### src/rtl/core/oversample_average_linear_scaler_defines.svh
// Assertion macros shared by the scaler RTL.
// Uses the enclosing module's clk and active-low rst_n.
`ifndef OVERSAMPLE_AVERAGE_LINEAR_SCALER_DEFINES_SVH
`define OVERSAMPLE_AVERAGE_LINEAR_SCALER_DEFINES_SVH

`ifndef SYNTH
// Same-cycle implication.
`define OALS_ASSERT_IMPLY(lbl, ante, cons, msg) \
    lbl: assert property (@(posedge clk) disable iff (!rst_n) (ante) |-> (cons)) \
        else $error(msg);
// Next-cycle implication.
`define OALS_ASSERT_NEXT(lbl, ante, cons, msg) \
    lbl: assert property (@(posedge clk) disable iff (!rst_n) (ante) |=> (cons)) \
        else $error(msg);
`else
`define OALS_ASSERT_IMPLY(lbl, ante, cons, msg)
`define OALS_ASSERT_NEXT(lbl, ante, cons, msg)
`endif

`endif

### src/rtl/core/oals_pkg.sv
// Shared types and constants of the oversampling average scaler.
// No dependencies; used by every module of the block.
`timescale 1ns / 1ps

package oals_pkg;

    // Field widths
    localparam int SAMPLE_W    = 12;
    localparam int VALUE_W     = 32;
    localparam int CFG_IDX_W   = 2;
    localparam int DEF_SAMPLES = 16;

    // Divider operands: |dx * dy| and |input_high - input_low|
    localparam int NUM_W = (SAMPLE_W + 1) + (VALUE_W + 1);
    localparam int DEN_W = SAMPLE_W;
    // Mapped value before clamping
    localparam int MAP_W = NUM_W + 2;

    // Configuration register indexes
    typedef enum logic [CFG_IDX_W-1:0] {
        REG_INPUT_LOW,
        REG_INPUT_HIGH,
        REG_OUTPUT_LOW,
        REG_OUTPUT_HIGH
    } cfg_reg_t;

    // Sequencer states
    typedef enum logic [2:0] {
        S_IDLE,
        S_AVG,
        S_MUL,
        S_QUO_GO,
        S_QUO_WAIT,
        S_ADD,
        S_WRITE
    } seq_state_t;

    // Sequencer to datapath controls
    typedef struct packed {
        logic in_ready;
        logic div_start;
        logic avg_load;
        logic prod_load;
        logic quo_load;
        logic add_load;
        logic out_load;
    } seq_ctrl_t;

endpackage

### src/rtl/core/oversample_average_linear_scaler.sv
// Top level of the oversampling average scaler: registers, accumulator, mapping.
// Depends on oals_pkg, oals_seq, oals_div and the assertion header.
//
// Use: push 12-bit converter samples on the in channel (in_valid/in_ready,
// payload sample). Every SAMPLES samples close a window; the block then
// emits one beat on the out channel (out_valid/out_ready) carrying the
// truncated window average, the average mapped linearly from
// [input_low, input_high] onto [output_low, output_high] and clamped, and
// an invalid flag for a degenerate range (scaled_value is then zero).
// Registers are written through the cfg channel (cfg_valid/cfg_ready,
// cfg_index, cfg_data); cfg_ready is always high. Write them while idle.
// While a window fills, in_ready stays high. The closing sample holds
// in_ready low until its result is written, mostly while the 46-step
// one-bit-per-cycle divider of the mapping runs; the average itself is
// a reciprocal multiply. For a degenerate range the sequencer goes from
// the average straight to the write, skipping the multiply and divide.
// A stalled receiver leaves the result in the output register; samples of
// the next window are still taken, and the next window's result waits in
// the sequencer, with in_ready low, until the held beat is taken.
// Reset clears registers, sum and sample count; no result is pending.
`timescale 1ns / 1ps
`include "oversample_average_linear_scaler_defines.svh"

module oversample_average_linear_scaler #(
    parameter int SAMPLES = oals_pkg::DEF_SAMPLES
) (
    input  logic                              clk,
    input  logic                              rst_n,
    input  logic                              in_valid,
    output logic                              in_ready,
    input  logic [oals_pkg::SAMPLE_W-1:0]     sample,
    output logic                              out_valid,
    input  logic                              out_ready,
    output logic signed [oals_pkg::VALUE_W-1:0] scaled_value,
    output logic [oals_pkg::SAMPLE_W-1:0]     window_average,
    output logic                              invalid,
    input  logic                              cfg_valid,
    output logic                              cfg_ready,
    input  logic [oals_pkg::CFG_IDX_W-1:0]    cfg_index,
    input  logic [oals_pkg::VALUE_W-1:0]      cfg_data
);
    import oals_pkg::*;

    localparam int SUM_W = SAMPLE_W + $clog2(SAMPLES);
    localparam int CNT_W = $clog2(SAMPLES + 1);

    // Reciprocal of SAMPLES, exact for every window sum
    localparam int                 AVG_SHIFT = SUM_W + $clog2(SAMPLES);
    localparam int                 RECIP_W   = SUM_W + 2;
    localparam logic [RECIP_W-1:0] AVG_RECIP =
        RECIP_W'(((longint'(1) << AVG_SHIFT) + SAMPLES - 1) / SAMPLES);

    // Configuration registers
    logic [SAMPLE_W-1:0]       input_low_reg;
    logic [SAMPLE_W-1:0]       input_high_reg;
    logic signed [VALUE_W-1:0] output_low_reg;
    logic signed [VALUE_W-1:0] output_high_reg;

    // Accumulator
    logic [SUM_W-1:0] sum_reg;
    logic [CNT_W-1:0] cnt_reg;
    logic             last_sample;
    logic             in_fire;

    // Datapath
    seq_ctrl_t                 ctrl;
    logic                      bad;
    logic                      out_free;
    logic                      div_done;
    logic [NUM_W-1:0]          div_quotient;
    logic [NUM_W-1:0]          div_num;
    logic [DEN_W-1:0]          div_den;
    logic [SUM_W+RECIP_W-1:0]  avg_prod;
    logic [SAMPLE_W-1:0]       avg_next;
    logic [SAMPLE_W-1:0]       avg_reg;
    logic signed [SAMPLE_W:0]  dx;
    logic signed [VALUE_W:0]   dy;
    logic signed [SAMPLE_W:0]  din;
    logic signed [SAMPLE_W:0]  din_neg;
    logic [DEN_W-1:0]          din_abs;
    logic signed [NUM_W-1:0]   prod_next;
    logic signed [NUM_W-1:0]   prod_reg;
    logic [NUM_W-1:0]          prod_abs;
    logic                      quo_neg;
    logic signed [NUM_W:0]     quo_pos;
    logic signed [NUM_W:0]     quo_next;
    logic signed [NUM_W:0]     quo_reg;
    logic signed [MAP_W-1:0]   low_ext;
    logic signed [MAP_W-1:0]   high_ext;
    logic signed [MAP_W-1:0]   map_next;
    logic signed [MAP_W-1:0]   map_reg;
    logic signed [VALUE_W-1:0] scaled_next;

    // Output register
    logic                      out_valid_reg;
    logic signed [VALUE_W-1:0] scaled_reg;
    logic [SAMPLE_W-1:0]       average_reg;
    logic                      invalid_reg;

    assign cfg_ready = 1'b1;

    // Register writes
    always_ff @(posedge clk or negedge rst_n)
    begin
        if (!rst_n)
        begin
            input_low_reg   <= '0;
            input_high_reg  <= '0;
            output_low_reg  <= '0;
            output_high_reg <= '0;
        end
        else if (cfg_valid)
        begin
            unique case (cfg_reg_t'(cfg_index))
                REG_INPUT_LOW:   input_low_reg   <= cfg_data[SAMPLE_W-1:0];
                REG_INPUT_HIGH:  input_high_reg  <= cfg_data[SAMPLE_W-1:0];
                REG_OUTPUT_LOW:  output_low_reg  <= $signed(cfg_data);
                REG_OUTPUT_HIGH: output_high_reg <= $signed(cfg_data);
                default:         input_low_reg   <= input_low_reg;
            endcase
        end
    end

    // Accumulate the window; drop the sum once the average is taken
    assign in_ready    = ctrl.in_ready;
    assign in_fire     = in_valid && in_ready;
    assign last_sample = cnt_reg == CNT_W'(SAMPLES - 1);

    always_ff @(posedge clk or negedge rst_n)
    begin
        if (!rst_n)
        begin
            sum_reg <= '0;
            cnt_reg <= '0;
        end
        else if (in_fire)
        begin
            sum_reg <= sum_reg + SUM_W'(sample);
            cnt_reg <= last_sample ? '0 : cnt_reg + 1'b1;
        end
        else if (ctrl.avg_load)
        begin
            sum_reg <= '0;
        end
    end

    assign bad      = (input_low_reg == input_high_reg) || (output_low_reg == output_high_reg);
    assign out_free = !out_valid_reg || out_ready;

    oals_seq u_seq (
        .clk         (clk),
        .rst_n       (rst_n),
        .in_fire     (in_fire),
        .last_sample (last_sample),
        .div_done    (div_done),
        .bad         (bad),
        .out_free    (out_free),
        .ctrl        (ctrl)
    );

    // Window average: multiply by the reciprocal and keep the high bits
    assign avg_prod = sum_reg * AVG_RECIP;
    assign avg_next = avg_prod[AVG_SHIFT +: SAMPLE_W];

    // Divider operands: |dx*dy| by |din|
    assign din     = $signed({1'b0, input_high_reg}) - $signed({1'b0, input_low_reg});
    assign din_neg = -din;
    assign din_abs = din[SAMPLE_W] ? din_neg[SAMPLE_W-1:0] : din[SAMPLE_W-1:0];

    assign prod_abs = prod_reg[NUM_W-1] ? $unsigned(-prod_reg) : $unsigned(prod_reg);

    assign div_num = prod_abs;
    assign div_den = din_abs;

    oals_div #(
        .NUM_W (NUM_W),
        .DEN_W (DEN_W)
    ) u_div (
        .clk      (clk),
        .rst_n    (rst_n),
        .start    (ctrl.div_start),
        .num      (div_num),
        .den      (div_den),
        .done     (div_done),
        .quotient (div_quotient)
    );

    // Offset product and signed quotient
    assign dx        = $signed({1'b0, avg_reg}) - $signed({1'b0, input_low_reg});
    assign dy        = $signed({output_high_reg[VALUE_W-1], output_high_reg})
                     - $signed({output_low_reg[VALUE_W-1], output_low_reg});
    assign prod_next = dx * dy;

    assign quo_neg  = prod_reg[NUM_W-1] ^ din[SAMPLE_W];
    assign quo_pos  = $signed({1'b0, div_quotient});
    assign quo_next = quo_neg ? -quo_pos : quo_pos;

    // Add the low bound, then clamp low first and high second; a degenerate range gives zero
    assign low_ext  = MAP_W'(output_low_reg);
    assign high_ext = MAP_W'(output_high_reg);
    assign map_next = MAP_W'(quo_reg) + low_ext;

    always_comb
    begin
        if (bad)
        begin
            scaled_next = '0;
        end
        else if (map_reg < low_ext)
        begin
            scaled_next = output_low_reg;
        end
        else if (map_reg > high_ext)
        begin
            scaled_next = output_high_reg;
        end
        else
        begin
            scaled_next = map_reg[VALUE_W-1:0];
        end
    end

    // Datapath stage registers
    always_ff @(posedge clk)
    begin
        if (ctrl.avg_load)
        begin
            avg_reg <= avg_next;
        end
        if (ctrl.prod_load)
        begin
            prod_reg <= prod_next;
        end
        if (ctrl.quo_load)
        begin
            quo_reg <= quo_next;
        end
        if (ctrl.add_load)
        begin
            map_reg <= map_next;
        end
    end

    // Output beat: hold until taken
    always_ff @(posedge clk or negedge rst_n)
    begin
        if (!rst_n)
        begin
            out_valid_reg <= 1'b0;
        end
        else if (ctrl.out_load)
        begin
            out_valid_reg <= 1'b1;
        end
        else if (out_ready)
        begin
            out_valid_reg <= 1'b0;
        end
    end

    always_ff @(posedge clk)
    begin
        if (ctrl.out_load)
        begin
            scaled_reg  <= scaled_next;
            average_reg <= avg_reg;
            invalid_reg <= bad;
        end
    end

    assign out_valid      = out_valid_reg;
    assign scaled_value   = scaled_reg;
    assign window_average = average_reg;
    assign invalid        = invalid_reg;

    `OALS_ASSERT_NEXT(a_close_stalls_input, in_fire && last_sample, !in_ready, "input not held")
    `OALS_ASSERT_IMPLY(a_invalid_zero, out_valid && invalid, scaled_value == '0, "invalid not zero")
    `OALS_ASSERT_IMPLY(a_load_when_free, ctrl.out_load, out_free, "result loaded over a beat")

endmodule

### src/rtl/core/oals_div.sv
// Restoring divider, one quotient bit per cycle while busy.
// Depends on oals_pkg for default widths and the assertion header.
`timescale 1ns / 1ps
`include "oversample_average_linear_scaler_defines.svh"

module oals_div #(
    parameter int NUM_W = oals_pkg::NUM_W,
    parameter int DEN_W = oals_pkg::DEN_W
) (
    input  logic             clk,
    input  logic             rst_n,
    input  logic             start,
    input  logic [NUM_W-1:0] num,
    input  logic [DEN_W-1:0] den,
    output logic             done,
    output logic [NUM_W-1:0] quotient
);
    import oals_pkg::*;

    localparam int STEP_W = $clog2(NUM_W + 1);

    logic              busy_reg;
    logic              done_reg;
    logic [STEP_W-1:0] step_reg;
    logic [DEN_W-1:0]  rem_reg;
    logic [DEN_W-1:0]  rem_next;
    logic [NUM_W-1:0]  quo_reg;
    logic [DEN_W-1:0]  den_reg;
    logic [DEN_W:0]    shifted;
    logic [DEN_W:0]    diff;
    logic              fits;

    // Trial subtract of the shifted remainder
    assign shifted  = {rem_reg, quo_reg[NUM_W-1]};
    assign fits     = shifted >= {1'b0, den_reg};
    assign diff     = shifted - {1'b0, den_reg};
    assign rem_next = fits ? diff[DEN_W-1:0] : shifted[DEN_W-1:0];

    // Step counter and done pulse
    always_ff @(posedge clk or negedge rst_n)
    begin
        if (!rst_n)
        begin
            busy_reg <= 1'b0;
            done_reg <= 1'b0;
            step_reg <= '0;
        end
        else
        begin
            done_reg <= 1'b0;
            if (start)
            begin
                busy_reg <= 1'b1;
                step_reg <= STEP_W'(NUM_W);
            end
            else if (busy_reg)
            begin
                step_reg <= step_reg - 1'b1;
                if (step_reg == STEP_W'(1))
                begin
                    busy_reg <= 1'b0;
                    done_reg <= 1'b1;
                end
            end
        end
    end

    // Load operands, then shift one quotient bit in per cycle
    always_ff @(posedge clk)
    begin
        if (start)
        begin
            rem_reg <= '0;
            quo_reg <= num;
            den_reg <= den;
        end
        else if (busy_reg)
        begin
            rem_reg <= rem_next;
            quo_reg <= {quo_reg[NUM_W-2:0], fits};
        end
    end

    assign done     = done_reg;
    assign quotient = quo_reg;

    `OALS_ASSERT_IMPLY(a_no_restart, start, !busy_reg, "divider restarted while busy")
    `OALS_ASSERT_NEXT(a_busy_after_start, start, busy_reg, "divider idle after start")
    `OALS_ASSERT_NEXT(a_done_pulse, done_reg, !done_reg && !busy_reg, "done not a single pulse")

endmodule

### src/rtl/core/oals_seq.sv
// Sequencer of the scaler: average, multiply, divide, add, clamp, write; a degenerate range skips to write.
// Depends on oals_pkg for the state and control types.
`timescale 1ns / 1ps

module oals_seq (
    input  logic                  clk,
    input  logic                  rst_n,
    input  logic                  in_fire,
    input  logic                  last_sample,
    input  logic                  div_done,
    input  logic                  bad,
    input  logic                  out_free,
    output oals_pkg::seq_ctrl_t   ctrl
);
    import oals_pkg::*;

    seq_state_t state_reg;
    seq_state_t state_next;

    always_ff @(posedge clk or negedge rst_n)
    begin
        if (!rst_n)
        begin
            state_reg <= S_IDLE;
        end
        else
        begin
            state_reg <= state_next;
        end
    end

    // Next state
    always_comb
    begin
        state_next = state_reg;
        unique case (state_reg)
            S_IDLE:
            begin
                if (in_fire && last_sample)
                begin
                    state_next = S_AVG;
                end
            end
            S_AVG:      state_next = bad ? S_WRITE : S_MUL;
            S_MUL:      state_next = S_QUO_GO;
            S_QUO_GO:   state_next = S_QUO_WAIT;
            S_QUO_WAIT:
            begin
                if (div_done)
                begin
                    state_next = S_ADD;
                end
            end
            S_ADD:      state_next = S_WRITE;
            S_WRITE:
            begin
                if (out_free)
                begin
                    state_next = S_IDLE;
                end
            end
            default:    state_next = S_IDLE;
        endcase
    end

    // Controls
    always_comb
    begin
        ctrl = '0;
        unique case (state_reg)
            S_IDLE:     ctrl.in_ready = 1'b1;
            S_AVG:      ctrl.avg_load = 1'b1;
            S_MUL:      ctrl.prod_load = 1'b1;
            S_QUO_GO:   ctrl.div_start = 1'b1;
            S_QUO_WAIT: ctrl.quo_load = div_done;
            S_ADD:      ctrl.add_load = 1'b1;
            S_WRITE:    ctrl.out_load = out_free;
            default:    ctrl = '0;
        endcase
    end

endmodule
### config.mk
export PLATFORM = sky130hd
export DESIGN_NAME = oversample_average_linear_scaler
export DESIGN_NICKNAME = d
export VERILOG_FILES = /design/src/rtl/core/oals_pkg.sv /design/src/rtl/core/oversample_average_linear_scaler.sv /design/src/rtl/core/oals_div.sv /design/src/rtl/core/oals_seq.sv
export VERILOG_INCLUDE_DIRS = /design/src /design/src/rtl/core
export SDC_FILE = /design/constraint.sdc
export NUM_CORES = 2
export LEC_CHECK = 0
export BUFFER_PORTS_ARGS = -buffer_cell sky130_fd_sc_hd__buf_2
export CORE_MARGIN = 10
export CORE_UTILIZATION = 40
export DETAILED_ROUTE_END_ITERATION = 10
export PLACE_DENSITY = 0.66
export SYNTH_ARGS = -nofsm -noshare
export SYNTH_HDL_FRONTEND = slang
export SYNTH_SLANG_ARGS = --single-unit
### constraint.sdc
create_clock -name clk -period 8 [get_ports clk]
set_input_delay 1.2 -clock clk [delete_from_list [all_inputs] [get_ports clk]]
set_output_delay 1.2 -clock clk [all_outputs]
set_load 0.1 [all_outputs]
======== Word level (Yosys, flattened, before mapping) ========
Index checks and enable logic that the tools add are counted.
word-level totals
  output and inout port bits .............. 48
  word-level logic and storage cells ...... 102
  input bits .............................. 51
  register bits after elaboration ......... 389
cells by class
  reductions and logical operators ........ 15
  magnitude comparators ................... 3
  multiplexer cells ....................... 33
  $add $sub $neg .......................... 11
  bitwise gates (word level) .............. 1
  equality and inequality tests ........... 16
  multipliers ............................. 1
operator list
  cell                  count
  $mux W46              4
  $mux W32              2
  $add A47 B32 Y48      1
  $gt A48 B32 Y1        1
  $lt A48 B32 Y1        1
  $neg A46 Y47          1
  $mul A13 B33 Y46      1
  $neg A46 Y46          1
  $sub A32 B32 Y33      1
  $eq A32 B32 Y1        1
  $mux W16              2
  $sub A12 B12 Y13      2
  $mux W12              2
  $pmux W3 S7           1
  $add A16 B12 Y16      1
  $mux W1               15
  $ge A13 B12 Y1        1
  $eq A12 B12 Y1        1
  $mux W3               4
  $mux W6               2
  $neg A12 Y12          1
  $sub A12 B12 Y12      1
  $eq A3 B3 Y1 const B  3
  $reduce_and A2 Y1     4
  18 further kinds      26

======== Logic depth before layout (Yosys ltp) ========
  word-level depth ........................ 6
  gate-level depth with buffers ........... 35
  depth with buffers taken out ............ 33

======== Hierarchy ========
Synthesis repeated with hierarchy kept, for this count alone.
second synthesis, totals
  cells, all modules ...................... 4230
  area total of the unflattened synthesis .. 40729.1 um^2
modules (own cells, without submodules)
  module                            area an instance (um^2)  cells each  times used  seq. area each (um^2)
  oversample_average_linear_scaler  36668.9                  3903        1           8698.3
  oals_div                          3866.2                   305         1           2182.1
  oals_seq                          193.9                    22          1           75.1

======== Worst setup path after synthesis ========
OpenSTA, ideal clock, no wires.
  kind .................................... flip-flop to flip-flop
  from .................................... reg output_high_reg[0]
  to ...................................... reg prod_reg[42], data pin
  data required time ...................... 7.739 ns
  setup time .............................. 0.261 ns
  period minus slack after synthesis ...... 8.675 ns
  path buffers ............................ 0
  setup slack ............................. -0.675 ns
  arrival time ............................ 8.414 ns
  stages on the path, launching flop included .. 34
  cell sequence ........................... dfrtp_1 inv_1 ha_1 inv_1 fa_1 a21o_1 a21oi_2 o221ai_1 a221o_1 a31o_2 a21o_1 a21oi_1 xor2_1 nor2_1 fa_1 inv_1 fa_1 inv_1 fa_1 fa_1 inv_1 fa_1 inv_1 ha_1 ha_1 a21oi_1 nor2_1 a211oi_1 nand4_1 a41oi_1 o21ai_1 a311oi_1 nor4b_1 a311o_1
on the way
  longest elaborated chain between the ends .. 2
RTL lines
  item                     line                                     RTL
  from (decl)              oversample_average_linear_scaler.sv:57   logic signed [VALUE_W-1:0] output_high_reg;
  from (signal assigned)   oversample_average_linear_scaler.sv:118  REG_OUTPUT_HIGH: output_high_reg <= $signed(cfg_data);
  $sub A32 B32 Y33         oversample_average_linear_scaler.sv:191  - $signed({output_low_reg[VALUE_W-1], output_low_reg});
  $mul A13 B33 Y46         oversample_average_linear_scaler.sv:192  assign prod_next = dx * dy;
  named net prod_next[42]  oversample_average_linear_scaler.sv:81   logic signed [NUM_W-1:0] prod_next;
  to (signal assigned)     oversample_average_linear_scaler.sv:232  prod_reg <= prod_next;
  to (decl)                oversample_average_linear_scaler.sv:82   logic signed [NUM_W-1:0] prod_reg;
The timed path passes the listed nets, and every way through them passes these cells.
A chain may end at the register's enable or synchronous reset.

======== Worst setup path in the final report ========
Ends and elaborated chain as after synthesis.

==> metrics.md <==
| Metric | Value |
|---|---|
| Largest net degree at the start of global routing | `106` |
| Final WS setup | `-0.255 ns` |
| NumNets Final | `about 5.4k` |
| Via count | `~33k` |
| Share of flip-flops with an asynchronous set or reset | `0.311` |
| Mux contribution to synthesized area | `0.0269` |
| Fin. max-slew vios | `0` |
| Startpoint types | `flip-flop` |
| Kind of critical path | `reg2reg` |
| Crit-path max cell delay | `0.60 ns` |
| Die X | `339 um` |
| Max-cap violations | `0` |
| Ys flop type | `edfxtp_1` |
| Slew headroom | `0.285` |
| Sequential Area | `11000 um^2` |
| Netlist cell types | `85` |
| Complex-gate fraction of the synthesized area | `0.132` |
| Status | `finished with violations` |
| CTS root buf | `clkbuf_16` |
| Final hold viol count | `0` |
| Drt pass-1 iters | `6` |
| WL per Instance | `20.4 um` |
| Via density | `5.51` |
| Core Area | `between 100000 and 150000 um^2` |
| Place WS | `-0.555 ns` |
| Die Ht | `339 um` |
| Syn-to-layout area delta | `19.9%` |
| Final core occ | `0.484` |
| Total track usage | `0.210` |
| Minimum clock period | `8.26 ns` |
| Worst setup EP type | `flip-flop` |
| CP Data Required Time | `~8.3 ns` |
| Simple-gate area share of the yosys netlist | `0.155` |
| Max Clock Skew | `0.0315 ns` |
| Longest Clk Path Bufs | `3` |
| Starting Density | `0.404` |
| Layout cells sized above 1 | `0.200` |
| # hold bufs at CTS | `0` |
| Crit path top cell by count | `fa_1` |
| PortBufs | `97` |
| Fill cell count | `just over 9k` |
| CP max stage cell | `fa_1` |
| Vias in the first global route | `~34k` |
| Max Fclk | `121 MHz` |
| # IOs | `99` |
| Max FFs per register | `48` |
| Area occupied by multi-input gates | `28400 um^2` |
| Die Area | `roughly 110000 um^2` |
| Failing checks | `setup timing` |
| Post-synthesis xor/xnor area fraction | `0.0585` |
| Final WL | `about 120000 um` |
| Syn Std Cell Area | `40600 um^2` |
| Final hold slack | `approximately 0.47 ns` |
| Top fanout value on the critical path | `3` |
| TritonCTS clock tree | `built` |
| Std-Cell Rows | `116` |
| Final period util | `1.03` |
| Mapped Cells | `4258` |
| First-pass GRT wire length | `192000 um` |
| Most common cell after layout, fill and taps aside | `inv_1` |
| Final Instance Area | `48700 um^2` |
| Dpl cell area | `~45000 um^2` |
| Synthesized net count | `slightly above 5k` |
| Syn_area_per_cell | `9.53 um^2` |
| Post-synth EDFFs | `256` |
| Hold Path Class | `reg2reg` |
| Reg clk slew, reported paths | `roughly 0.060 ns` |
| Commonest cells after routing, fill and taps aside | `463 x inv_1, 430 x nand2_1, 410 x buf_4` |
| Seq cells post-synth | `389` |
| Crit path arrival time | `8.60 ns` |
| Largest family of logic cells by synthesized area | `adder cells` |
| Final ANT Viol Nets | `0` |
| Total CTS buffers | `47` |
| Ys Warns | `0` |
| Unrepaired setup endpoints after global routing | `true` |
| H-tree Lvls | `2` |
| GRT overflow | `0` |
| Synth Area in Adders | `0.295` |
| # DRC | `0` |
| Final setup fails | `9` |
| Worst-Margin Slew | `~1.1 ns` |
| Initial antenna violation count | `6` |
| Skew-Pair Late Insertion Delay | `0.60 ns` |
| Dpl hpwl | `97100 um` |
| Register area share after synthesis | `0.270` |
| Clock sinks | `389` |
| Initial DRC Count | `2547` |
| Routability cong. | `around 0.98` |
-- path summary, 6_finish.rpt --
kind                                      end                from  cells past startpoint  slack [ns]
max                              prod_reg[42]  output_high_reg[0]                     32       -0.26
min                         window_average[0]          avg_reg[0]                      0        0.47
max reg2reg                      prod_reg[42]  output_high_reg[0]                     32       -0.26
min reg2reg                 window_average[0]          avg_reg[0]                      0        0.47
max in group asynchronous          sum_reg[2]               rst_n                      2        6.03
min in group asynchronous  output_low_reg[17]               rst_n                      1        0.62
-- what timing repair did --
| item | in CTS | in global routing |
|---|---|---|
| resized for setup | 78 | 157 |
| cloned | 0 | 1 |
| endpoints found under the setup margin | 21 | 25 |
| setup buffers | 21 | 25 |
| pin swaps | 77 | 132 |
-- worst max-delay path: cells and delay by family, from the launching register on --
| kind | cells | cell delay (ns) |
|---|---|---|
| AOI/OAI and AO/OA | 15 | 3.03 |
| buffers and inverters | 5 | 0.54 |
| and+or+nand+nor | 2 | 0.09 |
| DFF | 1 | 0.39 |
| xor gates and xnor gates | 1 | 0.20 |
| adders and majority gates | 9 | 3.72 |
-- kinds of logic (layout without fill, tap and decap cells) --
family	Yosys count	in the layout
adders and majority gates	723	723
AOI/OAI and AO/OA	831	831
muxes	99	99
xor gates and xnor gates	271	271
DFF	389	389
and+or+nand+nor	1271	1271
other	1	3
buffers and inverters	673	1114
-- cell type report --
cell class,count,share of cell area
multi-input combinational,3196,0.584
sequential,389,0.225
timing repair buffer,543,0.0841
inverter,485,0.0375
tap,1357,0.0349
clock buffer,59,0.0270
clock inverter,27,0.00705
antenna,2,0.000103
-- through the flow --
step / std cells / setup TNS (ns)
3_5_place_dp: 5925 / -4.99
4_1_cts: 6030 / -0.488
6_report: 6058 / -0.879
2_1_floorplan: 4258 / -0.0751
5_1_grt: 6057 / -4.99
3_3_place_gp: 5925 / -4.59
-- cell usage after synthesis (80+ instances only) --
| cell | count | area, um^2 |
|---|---|---|
| fa_1 | 389 | 7790 |
| nand2_1 | 433 | 1630 |
| ha_1 | 334 | 4180 |
| inv_1 | 483 | 1810 |
| clkbuf_1 | 171 | 642 |
| nand3_1 | 89 | 445 |
| xor2_1 | 112 | 981 |
| o21ai_0 | 157 | 786 |
| mux2_2 | 80 | 901 |
| xnor2_1 | 159 | 1390 |
| dfrtp_1 | 121 | 3030 |
| nand2b_1 | 91 | 569 |
| a21o_1 | 129 | 968 |
| nor2_1 | 270 | 1010 |
| a21oi_1 | 198 | 991 |
| edfxtp_1 | 256 | 7690 |
| nand4_1 | 82 | 513 |
-- per-layer routing --
metal  track usage  vias up  share of wire
met5             0        -        0.00019
met4        0.0839        4          0.044
li1              -    15449              -
met1         0.274    16345           0.41
met3        0.0424      243          0.084
met2         0.338     1311           0.46
Power is not shown: default switching activity piles up to over one toggle a cycle in this logic, so the estimate is an artifact.
